## src/hdl/pidpi_pkg.sv

```systemverilog
package pidpi_pkg;

    localparam int FRAC_BITS  = 8;
    localparam int ERR_W      = 16;
    localparam int GAIN_W     = 16;
    localparam int DELTA_W    = ERR_W + 1;
    localparam int DDELTA_W   = ERR_W + 2;
    localparam int ACC_W      = 32;
    localparam int LIMIT_W    = 31;
    localparam int CFG_ADDR_W = 3;
    localparam int CFG_DATA_W = 31;
    localparam int SUM_W      = 50;

    typedef enum logic [CFG_ADDR_W-1:0] {
        CFG_MODE        = 3'd0,
        CFG_GAIN_P      = 3'd1,
        CFG_GAIN_I      = 3'd2,
        CFG_GAIN_D      = 3'd3,
        CFG_INTEG_LIMIT = 3'd4
    } cfg_index_t;

    typedef enum logic {
        MODE_POSITIONAL  = 1'b0,
        MODE_INCREMENTAL = 1'b1
    } pid_mode_t;

    typedef enum logic {
        ACT_PROCESS = 1'b0,
        ACT_CLEAR   = 1'b1
    } pid_action_t;

    typedef struct packed {
        pid_mode_t                 mode;
        logic signed [GAIN_W-1:0]  gain_p;
        logic signed [GAIN_W-1:0]  gain_i;
        logic signed [GAIN_W-1:0]  gain_d;
        logic [LIMIT_W-1:0]        integ_limit;
    } pid_cfg_t;

    typedef struct packed {
        logic signed [ACC_W-1:0]   integ_sum;
        logic signed [ERR_W-1:0]   prev_error;
        logic signed [DELTA_W-1:0] prev_delta;
        logic signed [ACC_W-1:0]   acc_out;
    } pid_state_t;

endpackage

```

## src/hdl/pidpi_step.sv

```systemverilog
module pidpi_step
    import pidpi_pkg::*;
(
    input  pid_cfg_t                cfg,
    input  pid_state_t              state,
    input  pid_action_t             action,
    input  logic signed [ERR_W-1:0] error_in,
    output pid_state_t              state_next,
    output logic signed [ACC_W-1:0] drive,
    output logic                    sat
);

    localparam logic signed [SUM_W:0] OUT_MAX = (SUM_W+1)'(64'sd2147483647);
    localparam logic signed [SUM_W:0] OUT_MIN = (SUM_W+1)'(-64'sd2147483648);

    logic signed [ACC_W:0]          integ_raw;
    logic signed [ACC_W:0]          limit_pos;
    logic signed [ACC_W:0]          limit_neg;
    logic signed [ACC_W:0]          integ_clamp;
    logic                           integ_hit;
    logic signed [DELTA_W-1:0]      delta;
    logic signed [DDELTA_W-1:0]     ddelta;
    logic signed [DELTA_W-1:0]      op_p;
    logic signed [ACC_W-1:0]        op_i;
    logic signed [DDELTA_W-1:0]     op_d;
    logic signed [GAIN_W+DELTA_W-1:0]  prod_p;
    logic signed [GAIN_W+ACC_W-1:0]    prod_i;
    logic signed [GAIN_W+DDELTA_W-1:0] prod_d;
    logic signed [SUM_W-1:0]        sum;
    logic signed [SUM_W-1:0]        sum_shift;
    logic signed [ACC_W-1:0]        base;
    logic signed [SUM_W:0]          total;
    logic signed [ACC_W-1:0]        total_sat;
    logic                           out_hit;
    logic                           incr;

    assign incr = (cfg.mode == MODE_INCREMENTAL);

    // integrator update and clamp (positional form)
    always_comb
    begin
        integ_raw = (ACC_W+1)'(state.integ_sum) + (ACC_W+1)'(error_in);
        limit_pos = $signed({2'b00, cfg.integ_limit});
        limit_neg = -limit_pos;
        integ_hit = 1'b0;
        integ_clamp = integ_raw;
        if (integ_raw > limit_pos)
        begin
            integ_clamp = limit_pos;
            integ_hit = 1'b1;
        end
        if (integ_raw < limit_neg)
        begin
            integ_clamp = limit_neg;
            integ_hit = 1'b1;
        end
    end

    assign delta  = DELTA_W'(error_in) - DELTA_W'(state.prev_error);
    assign ddelta = DDELTA_W'(delta) - DDELTA_W'(state.prev_delta);

    // one set of multipliers serves both forms
    assign op_p = incr ? delta : DELTA_W'(error_in);
    assign op_i = incr ? ACC_W'(error_in) : integ_clamp[ACC_W-1:0];
    assign op_d = incr ? ddelta : DDELTA_W'(delta);

    assign prod_p = cfg.gain_p * op_p;
    assign prod_i = cfg.gain_i * op_i;
    assign prod_d = cfg.gain_d * op_d;

    assign sum       = SUM_W'(prod_p) + SUM_W'(prod_i) + SUM_W'(prod_d);
    assign sum_shift = sum >>> FRAC_BITS;
    assign base      = incr ? state.acc_out : '0;
    assign total     = (SUM_W+1)'(sum_shift) + (SUM_W+1)'(base);

    always_comb
    begin
        out_hit = 1'b0;
        total_sat = total[ACC_W-1:0];
        if (total > OUT_MAX)
        begin
            total_sat = OUT_MAX[ACC_W-1:0];
            out_hit = 1'b1;
        end
        else if (total < OUT_MIN)
        begin
            total_sat = OUT_MIN[ACC_W-1:0];
            out_hit = 1'b1;
        end
    end

    always_comb
    begin
        state_next = state;
        drive = total_sat;
        sat = out_hit || (!incr && integ_hit);
        if (action == ACT_CLEAR)
        begin
            state_next = '0;
            drive = '0;
            sat = 1'b0;
        end
        else
        begin
            state_next.prev_error = error_in;
            state_next.acc_out = total_sat;
            if (incr)
                state_next.prev_delta = delta;
            else
                state_next.integ_sum = integ_clamp[ACC_W-1:0];
        end
    end

endmodule

```

## src/hdl/pid_positional_incremental.sv

```systemverilog
// Channel   Direction  Handshake            Payload
// in        input      in_valid/in_ready    action, error_in
// out       output     out_valid/out_ready  drive_out, saturated
// cfg       input      cfg_wr_en            cfg_addr, cfg_wdata
//
// One item per cycle sustained while the output is not stalled; an input transfer
// passes through the input register, then one combinational step into the result
// register, where the controller state is updated in the same edge.
// rst_n clears gains, mode, limit, controller state and both valid flags.
// A stalled output holds the result; the input register keeps accepting
// until it too is full, then in_ready drops.
module pid_positional_incremental
    import pidpi_pkg::*;
(
    input  logic                    clk,
    input  logic                    rst_n,
    input  logic                    in_valid,
    output logic                    in_ready,
    input  logic                    action,
    input  logic signed [ERR_W-1:0] error_in,
    output logic                    out_valid,
    input  logic                    out_ready,
    output logic signed [ACC_W-1:0] drive_out,
    output logic                    saturated,
    input  logic                    cfg_wr_en,
    input  logic [CFG_ADDR_W-1:0]   cfg_addr,
    input  logic [CFG_DATA_W-1:0]   cfg_wdata
);

    pid_cfg_t                cfg_reg;
    pid_state_t              state_reg;
    pid_state_t              state_next;
    logic                    in_valid_reg;
    pid_action_t             in_action_reg;
    logic signed [ERR_W-1:0] in_error_reg;
    logic                    out_valid_reg;
    logic signed [ACC_W-1:0] drive_reg;
    logic signed [ACC_W-1:0] drive_next;
    logic                    sat_reg;
    logic                    sat_next;
    logic                    advance;
    logic                    in_take;

    assign advance  = in_valid_reg && (!out_valid_reg || out_ready);
    assign in_ready = !in_valid_reg || advance;
    assign in_take  = in_valid && in_ready;

    always_ff @(posedge clk or negedge rst_n)
    begin
        if (!rst_n)
        begin
            cfg_reg <= '0;
        end
        else if (cfg_wr_en)
        begin
            case (cfg_addr)
                CFG_MODE:        cfg_reg.mode <= pid_mode_t'(cfg_wdata[0]);
                CFG_GAIN_P:      cfg_reg.gain_p <= cfg_wdata[GAIN_W-1:0];
                CFG_GAIN_I:      cfg_reg.gain_i <= cfg_wdata[GAIN_W-1:0];
                CFG_GAIN_D:      cfg_reg.gain_d <= cfg_wdata[GAIN_W-1:0];
                CFG_INTEG_LIMIT: cfg_reg.integ_limit <= cfg_wdata[LIMIT_W-1:0];
                default:         cfg_reg <= cfg_reg;
            endcase
        end
    end

    pidpi_step u_step (
        .cfg        (cfg_reg),
        .state      (state_reg),
        .action     (in_action_reg),
        .error_in   (in_error_reg),
        .state_next (state_next),
        .drive      (drive_next),
        .sat        (sat_next)
    );

    always_ff @(posedge clk or negedge rst_n)
    begin
        if (!rst_n)
        begin
            in_valid_reg  <= 1'b0;
            out_valid_reg <= 1'b0;
            state_reg     <= '0;
        end
        else
        begin
            if (in_take)
                in_valid_reg <= 1'b1;
            else if (advance)
                in_valid_reg <= 1'b0;

            if (advance)
            begin
                out_valid_reg <= 1'b1;
                state_reg     <= state_next;
            end
            else if (out_ready)
            begin
                out_valid_reg <= 1'b0;
            end
        end
    end

    // payload registers, no reset
    always_ff @(posedge clk)
    begin
        if (in_take)
        begin
            in_action_reg <= pid_action_t'(action);
            in_error_reg  <= error_in;
        end
        if (advance)
        begin
            drive_reg <= drive_next;
            sat_reg   <= sat_next;
        end
    end

    assign out_valid = out_valid_reg;
    assign drive_out = drive_reg;
    assign saturated = sat_reg;

endmodule

```

## config.mk

```make
export PLATFORM = sky130hd
export DESIGN_NAME = pid_positional_incremental
export DESIGN_NICKNAME = d
export VERILOG_FILES = /design/src/hdl/pidpi_pkg.sv /design/src/hdl/pidpi_step.sv /design/src/hdl/pid_positional_incremental.sv
export SDC_FILE = /design/constraint.sdc
export NUM_CORES = 2
export LEC_CHECK = 0
export BUFFER_PORTS_ARGS = -buffer_cell sky130_fd_sc_hd__buf_2
export CORE_UTILIZATION = 45
export DETAILED_ROUTE_END_ITERATION = 8
export GPL_TIMING_DRIVEN = 0
export HOLD_SLACK_MARGIN = 0.1
export SLEW_MARGIN = 20
export SYNTH_ARGS = -nofsm -noshare
export SYNTH_HDL_FRONTEND = slang
export SYNTH_HIERARCHICAL = 1
export SYNTH_SLANG_ARGS = --single-unit
```

## constraint.sdc

```tcl
create_clock -name clk -period 33.3 [get_ports clk]
set_clock_uncertainty 0.1 [all_clocks]
set_input_delay 9.99 -clock clk [delete_from_list [all_inputs] [get_ports clk]]
set_output_delay 9.99 -clock clk [all_outputs]
set_load 0.05 [all_outputs]
```

### After elaboration in Yosys (flattened, before gate mapping)

Cells that the tools add are included.

* register bits: 229
* bits in latches: 0
* RAM bits: 0
* bits in read-only memories: 0
* input bits: 56
* output and inout port bits: 35
* memories kept: 0

* add/subtract/negate cells: 7
* $mul: 3
* divide/modulo/power cells: 0
* order comparisons: 4
* equality and inequality tests: 5
* shift operators: 0
* muxes and demuxes: 19
* bitwise logic cells: 0
* reduce and logical (&&, ||, !) cells: 20

Operator list (number)
* $mux W32: 7
* $mux W97: 1
* $gt A51 B32 Y1 const B: 1
* $lt A51 B32 Y1 const B: 1
* $add A49 B34 Y50: 1
* $add A33 B48 Y49: 1
* $mul A16 B32 Y48: 1
* $add A42 B32 Y43: 1
* $mul A16 B18 Y34: 1
* $mux W17: 2
* $add A32 B16 Y33: 1
* $gt A33 B32 Y1: 1
* $lt A33 B33 Y1: 1
* $mul A16 B17 Y33: 1
* $neg A31 Y33: 1
* $mux W18: 1
* $sub A17 B17 Y18: 1
* $sub A16 B16 Y17: 1
* $reduce_and A2 Y1: 7
* $mux W1: 8
* $eq A3 B2 Y1 const B: 2
* $reduce_bool A2 Y1: 3
* $eq A3 B1 Y1 const B: 1
* $eq A3 B3 Y1 const B: 1
* 5 further kinds: 11

### Longest topological paths before layout

* depth in word-level cells: 13
* mapped depth: 74
* depth with buffers taken out: 69

### By module

Netlist, hierarchy kept.

Modules (own cells, without submodules)
* pidpi_step: times used 1, cells an instance 5861, area an instance 50888.8 um2, seq. area each 0.0 um2
* pid_positional_incremental: times used 1, cells an instance 437, area an instance 8186.6 um2, seq. area each 5980.7 um2

### Least setup slack after synthesis

Ideal clock, no wire load.

* path type: input to output
* start point: input out_ready
* end point: output in_ready
* data arrival time: 10473 ps
* required time: 23210 ps
* slack: 12737 ps
* cell stages on the path: 1
* path through: nand3b_1

* cells in the longest elaborated chain, start to end: 3

Ends and longest elaborated chain
* start, declared: RTL line pid_positional_incremental.sv:22 `input logic out_ready,`
* $logic_or A1 B1 Y1: RTL line pid_positional_incremental.sv:44 `assign advance = in_valid_reg && (!out_valid_reg || out_ready);`
* $logic_and A1 B1 Y1: RTL line pid_positional_incremental.sv:44
* $logic_or A1 B1 Y1: RTL line pid_positional_incremental.sv:45 `assign in_ready = !in_valid_reg || advance;`
* end, declared: RTL line pid_positional_incremental.sv:18 `output logic in_ready,`

Every way passes these cells.

==> impl_metrics.env <==
export IMPL_status="finished, final reports clean"
export IMPL_synthDistinctLibCells=90
export IMPL_antenna_found_initial=13
export IMPL_ys_warn_count=6
export IMPL_finalSetupTns_ps=0
export IMPL_dieArea_um2=133000
export IMPL_drtIter0Drc=3777
export IMPL_ios=91
export IMPL_gp_congestion=0.977
export IMPL_core_um2=130000
export IMPL_synth_cell_area_um2=59100
export IMPL_vias=44600
export IMPL_drc=0
export IMPL_yosys_register_bits=229
export IMPL_worst_path_max_delay_cell="nor4_1"
export IMPL_htreeDepth=2
export IMPL_maxCapViolCount=0
export IMPL_drt_wl_total_mm=195
export IMPL_grt_max_degree=74
export IMPL_path_class="flop to flop"
export IMPL_end_kind="flop"
export IMPL_clock_sinks=229
export IMPL_synth_area_top_cells="fa_1 (43%), inv_1 (8.7%), ha_1 (8.5%), dfrtp_1 (7.6%), nand2_1 (5.1%)"
export IMPL_final_fill_count=12600
export IMPL_synthCells=6298
export IMPL_dr_pass1_iters=6
export IMPL_async_flop_share_pct=78.2
export IMPL_max_freq_ghz=0.0457
export IMPL_synth_common_cells="inv_1 (1364), fa_1 (1281), nand2_1 (810)"
export IMPL_synth_most_common_cell="inv_1"
export IMPL_die_h_um=364
export IMPL_timing_reg2reg_setup_slack_ps=11440
export IMPL_clk_latency_ps=620
export IMPL_cts_buffer_depth=3
export IMPL_cts_root_buf="clkbuf_16"
export IMPL_critPathLaunchType="flop"
export IMPL_hold_class="flop to flop"
export IMPL_slew_viol_final=0
export IMPL_syn_avg_cell_area_um2=9.38
export IMPL_postRouteAntennaNets=0
export IMPL_cts_tree="done"
export IMPL_final_hold_viol_count=0
export IMPL_tightest_slew_ps=1270
export IMPL_synth_top_area_share_pct=43.4
export IMPL_yosysTopAreaCell="fa_1"
export IMPL_seq_area_frac_synth_pct=10.1
export IMPL_hpwl_mm=169
export IMPL_cts_setup_buffers=0
export IMPL_slowest_delay_ps=1020
export IMPL_grt_pass1_vias=47000
export IMPL_grt_overflow_total=0
export IMPL_clkTransAtPathRegs_ps=60
export IMPL_synth_edf_count=50
export IMPL_min_period_ps=21860
export IMPL_cts_resized=0
export IMPL_setup_violations=0
export IMPL_cp_arrival_ps=22320
export IMPL_portBuffers=90
export IMPL_via_per_inst=5.43
export IMPL_relSlewSlack_pct=15.4
export IMPL_layout_drive_gt1_share_pct=7.40
export IMPL_cp_max_fo=10
export IMPL_cts_buffers=34
export IMPL_rsz0062_at_grt="no"
export IMPL_placementRows=132
export IMPL_die_w_um=364
export IMPL_nets=8176
export IMPL_wl_per_cell_um=23.8
export IMPL_largest_reg_flops=97
export IMPL_grt_usage_pct=30.6
export IMPL_start_util_pct=45.5
export IMPL_synthToLayoutAreaGrowth_pct=7.09
export IMPL_cp_common_cell="fa_1"
export IMPL_crit_required_ps=33750
export IMPL_ctsHoldBuffers=0
export IMPL_grt_pass1_wl_mm=299
export IMPL_synth_fp_nets=8036
export IMPL_period_share_pct=65.7
export IMPL_synth_flop_cell="dfrtp_1"
worst max-delay path, delay by kind of cell, from the launching register on:
family | cells | cell delay (ps)
AO/OA/AOI/OAI | 20 | 6310
adder cells (fa/ha/maj) | 13 | 5740
flip-flops | 1 | 700
buffers and inverters | 13 | 2590
AND/OR/NAND/NOR | 16 | 5700
XOR/XNOR | 2 | 450
multiplexers | 1 | 130
through the flow:
step	util, %	area (um2)	setup slack, ps	std cells	hold WS (ps)
after CTS	48.7	63200	11980	8205	386
after floorplan	-	59100	12740	6298	356
final	48.7	63300	11440	8212	385
after global placement	47.5	61700	11710	8130	372
after global routing	48.7	63300	10480	8207	393
after detailed placement	47.8	62100	12110	8144	374
placed cells by master, fill, tap and decap left out, drive strengths merged, types with 22 or more instances in the layout:
| master | instances |
|---|---|
| nand2 | 810 |
| nand3 | 106 |
| nor2b | 36 |
| a31oi | 25 |
| xor2 | 40 |
| ha | 401 |
| a21o | 82 |
| fa | 1281 |
| mux2 | 186 |
| a21oi | 172 |
| nor2 | 209 |
| inv | 1366 |
| nor3 | 41 |
| a211oi | 22 |
| clkbuf | 228 |
| edfxtp | 50 |
| dfrtp | 179 |
| or2 | 26 |
| nand2b | 36 |
| o21a | 29 |
| and2 | 302 |
| and3 | 81 |
| o21ai | 157 |
| xnor2 | 106 |
| buf | 211 |
| nand4 | 34 |
per-layer routing:
metal	track usage [%]	share of wire [%]
met5	0	0.014
met4	10.4	3.9
met3	4.27	7.1
met2	49.1	47
met1	42.7	42
area by class of cell:
| type | instances | area (um2) | area share (%) |
|---|---|---|---|
| Tap cell | 1742 | 2180 | 3.45 |
| Antenna cell | 7 | 17.5 | 0.0277 |
| Clock buffer | 40 | 883 | 1.40 |
| Multi-Input combinational cell | 4409 | 46800 | 74.0 |
| Clock inverter | 21 | 293 | 0.463 |
| Sequential cell | 229 | 5980 | 9.45 |
| Timing Repair Buffer | 104 | 653 | 1.03 |
| Buffer | 295 | 1320 | 2.08 |
| Inverter | 1365 | 5120 | 8.10 |
final timing paths:
check                                startpoint      endpoint  cells past startpoint
worst min register to register      cfg_reg[75]   cfg_reg[75]                      1
worst max-delay path            in_error_reg[1]  state_reg[6]                     65
worst max register to register  in_error_reg[1]  state_reg[6]                     65
worst min-delay path                cfg_reg[75]   cfg_reg[75]                      1
max in group asynchronous                 rst_n   cfg_reg[26]                      3
min in group asynchronous                 rst_n   cfg_reg[65]                      1
kinds of logic after synthesis:
family	count (synthesis)	share of synthesized area [%]
flip-flops	229	10.1
buffers and inverters	1660	10.9
XOR/XNOR	146	2.16
multiplexers	198	3.75
AND/OR/NAND/NOR	1731	13.8
adder cells (fa/ha/maj)	1682	51.9
AO/OA/AOI/OAI	652	7.32
Power is left out: the tool's default activity adds up to more than one toggle a clock period on the data nets, which glitch-free logic cannot reach.
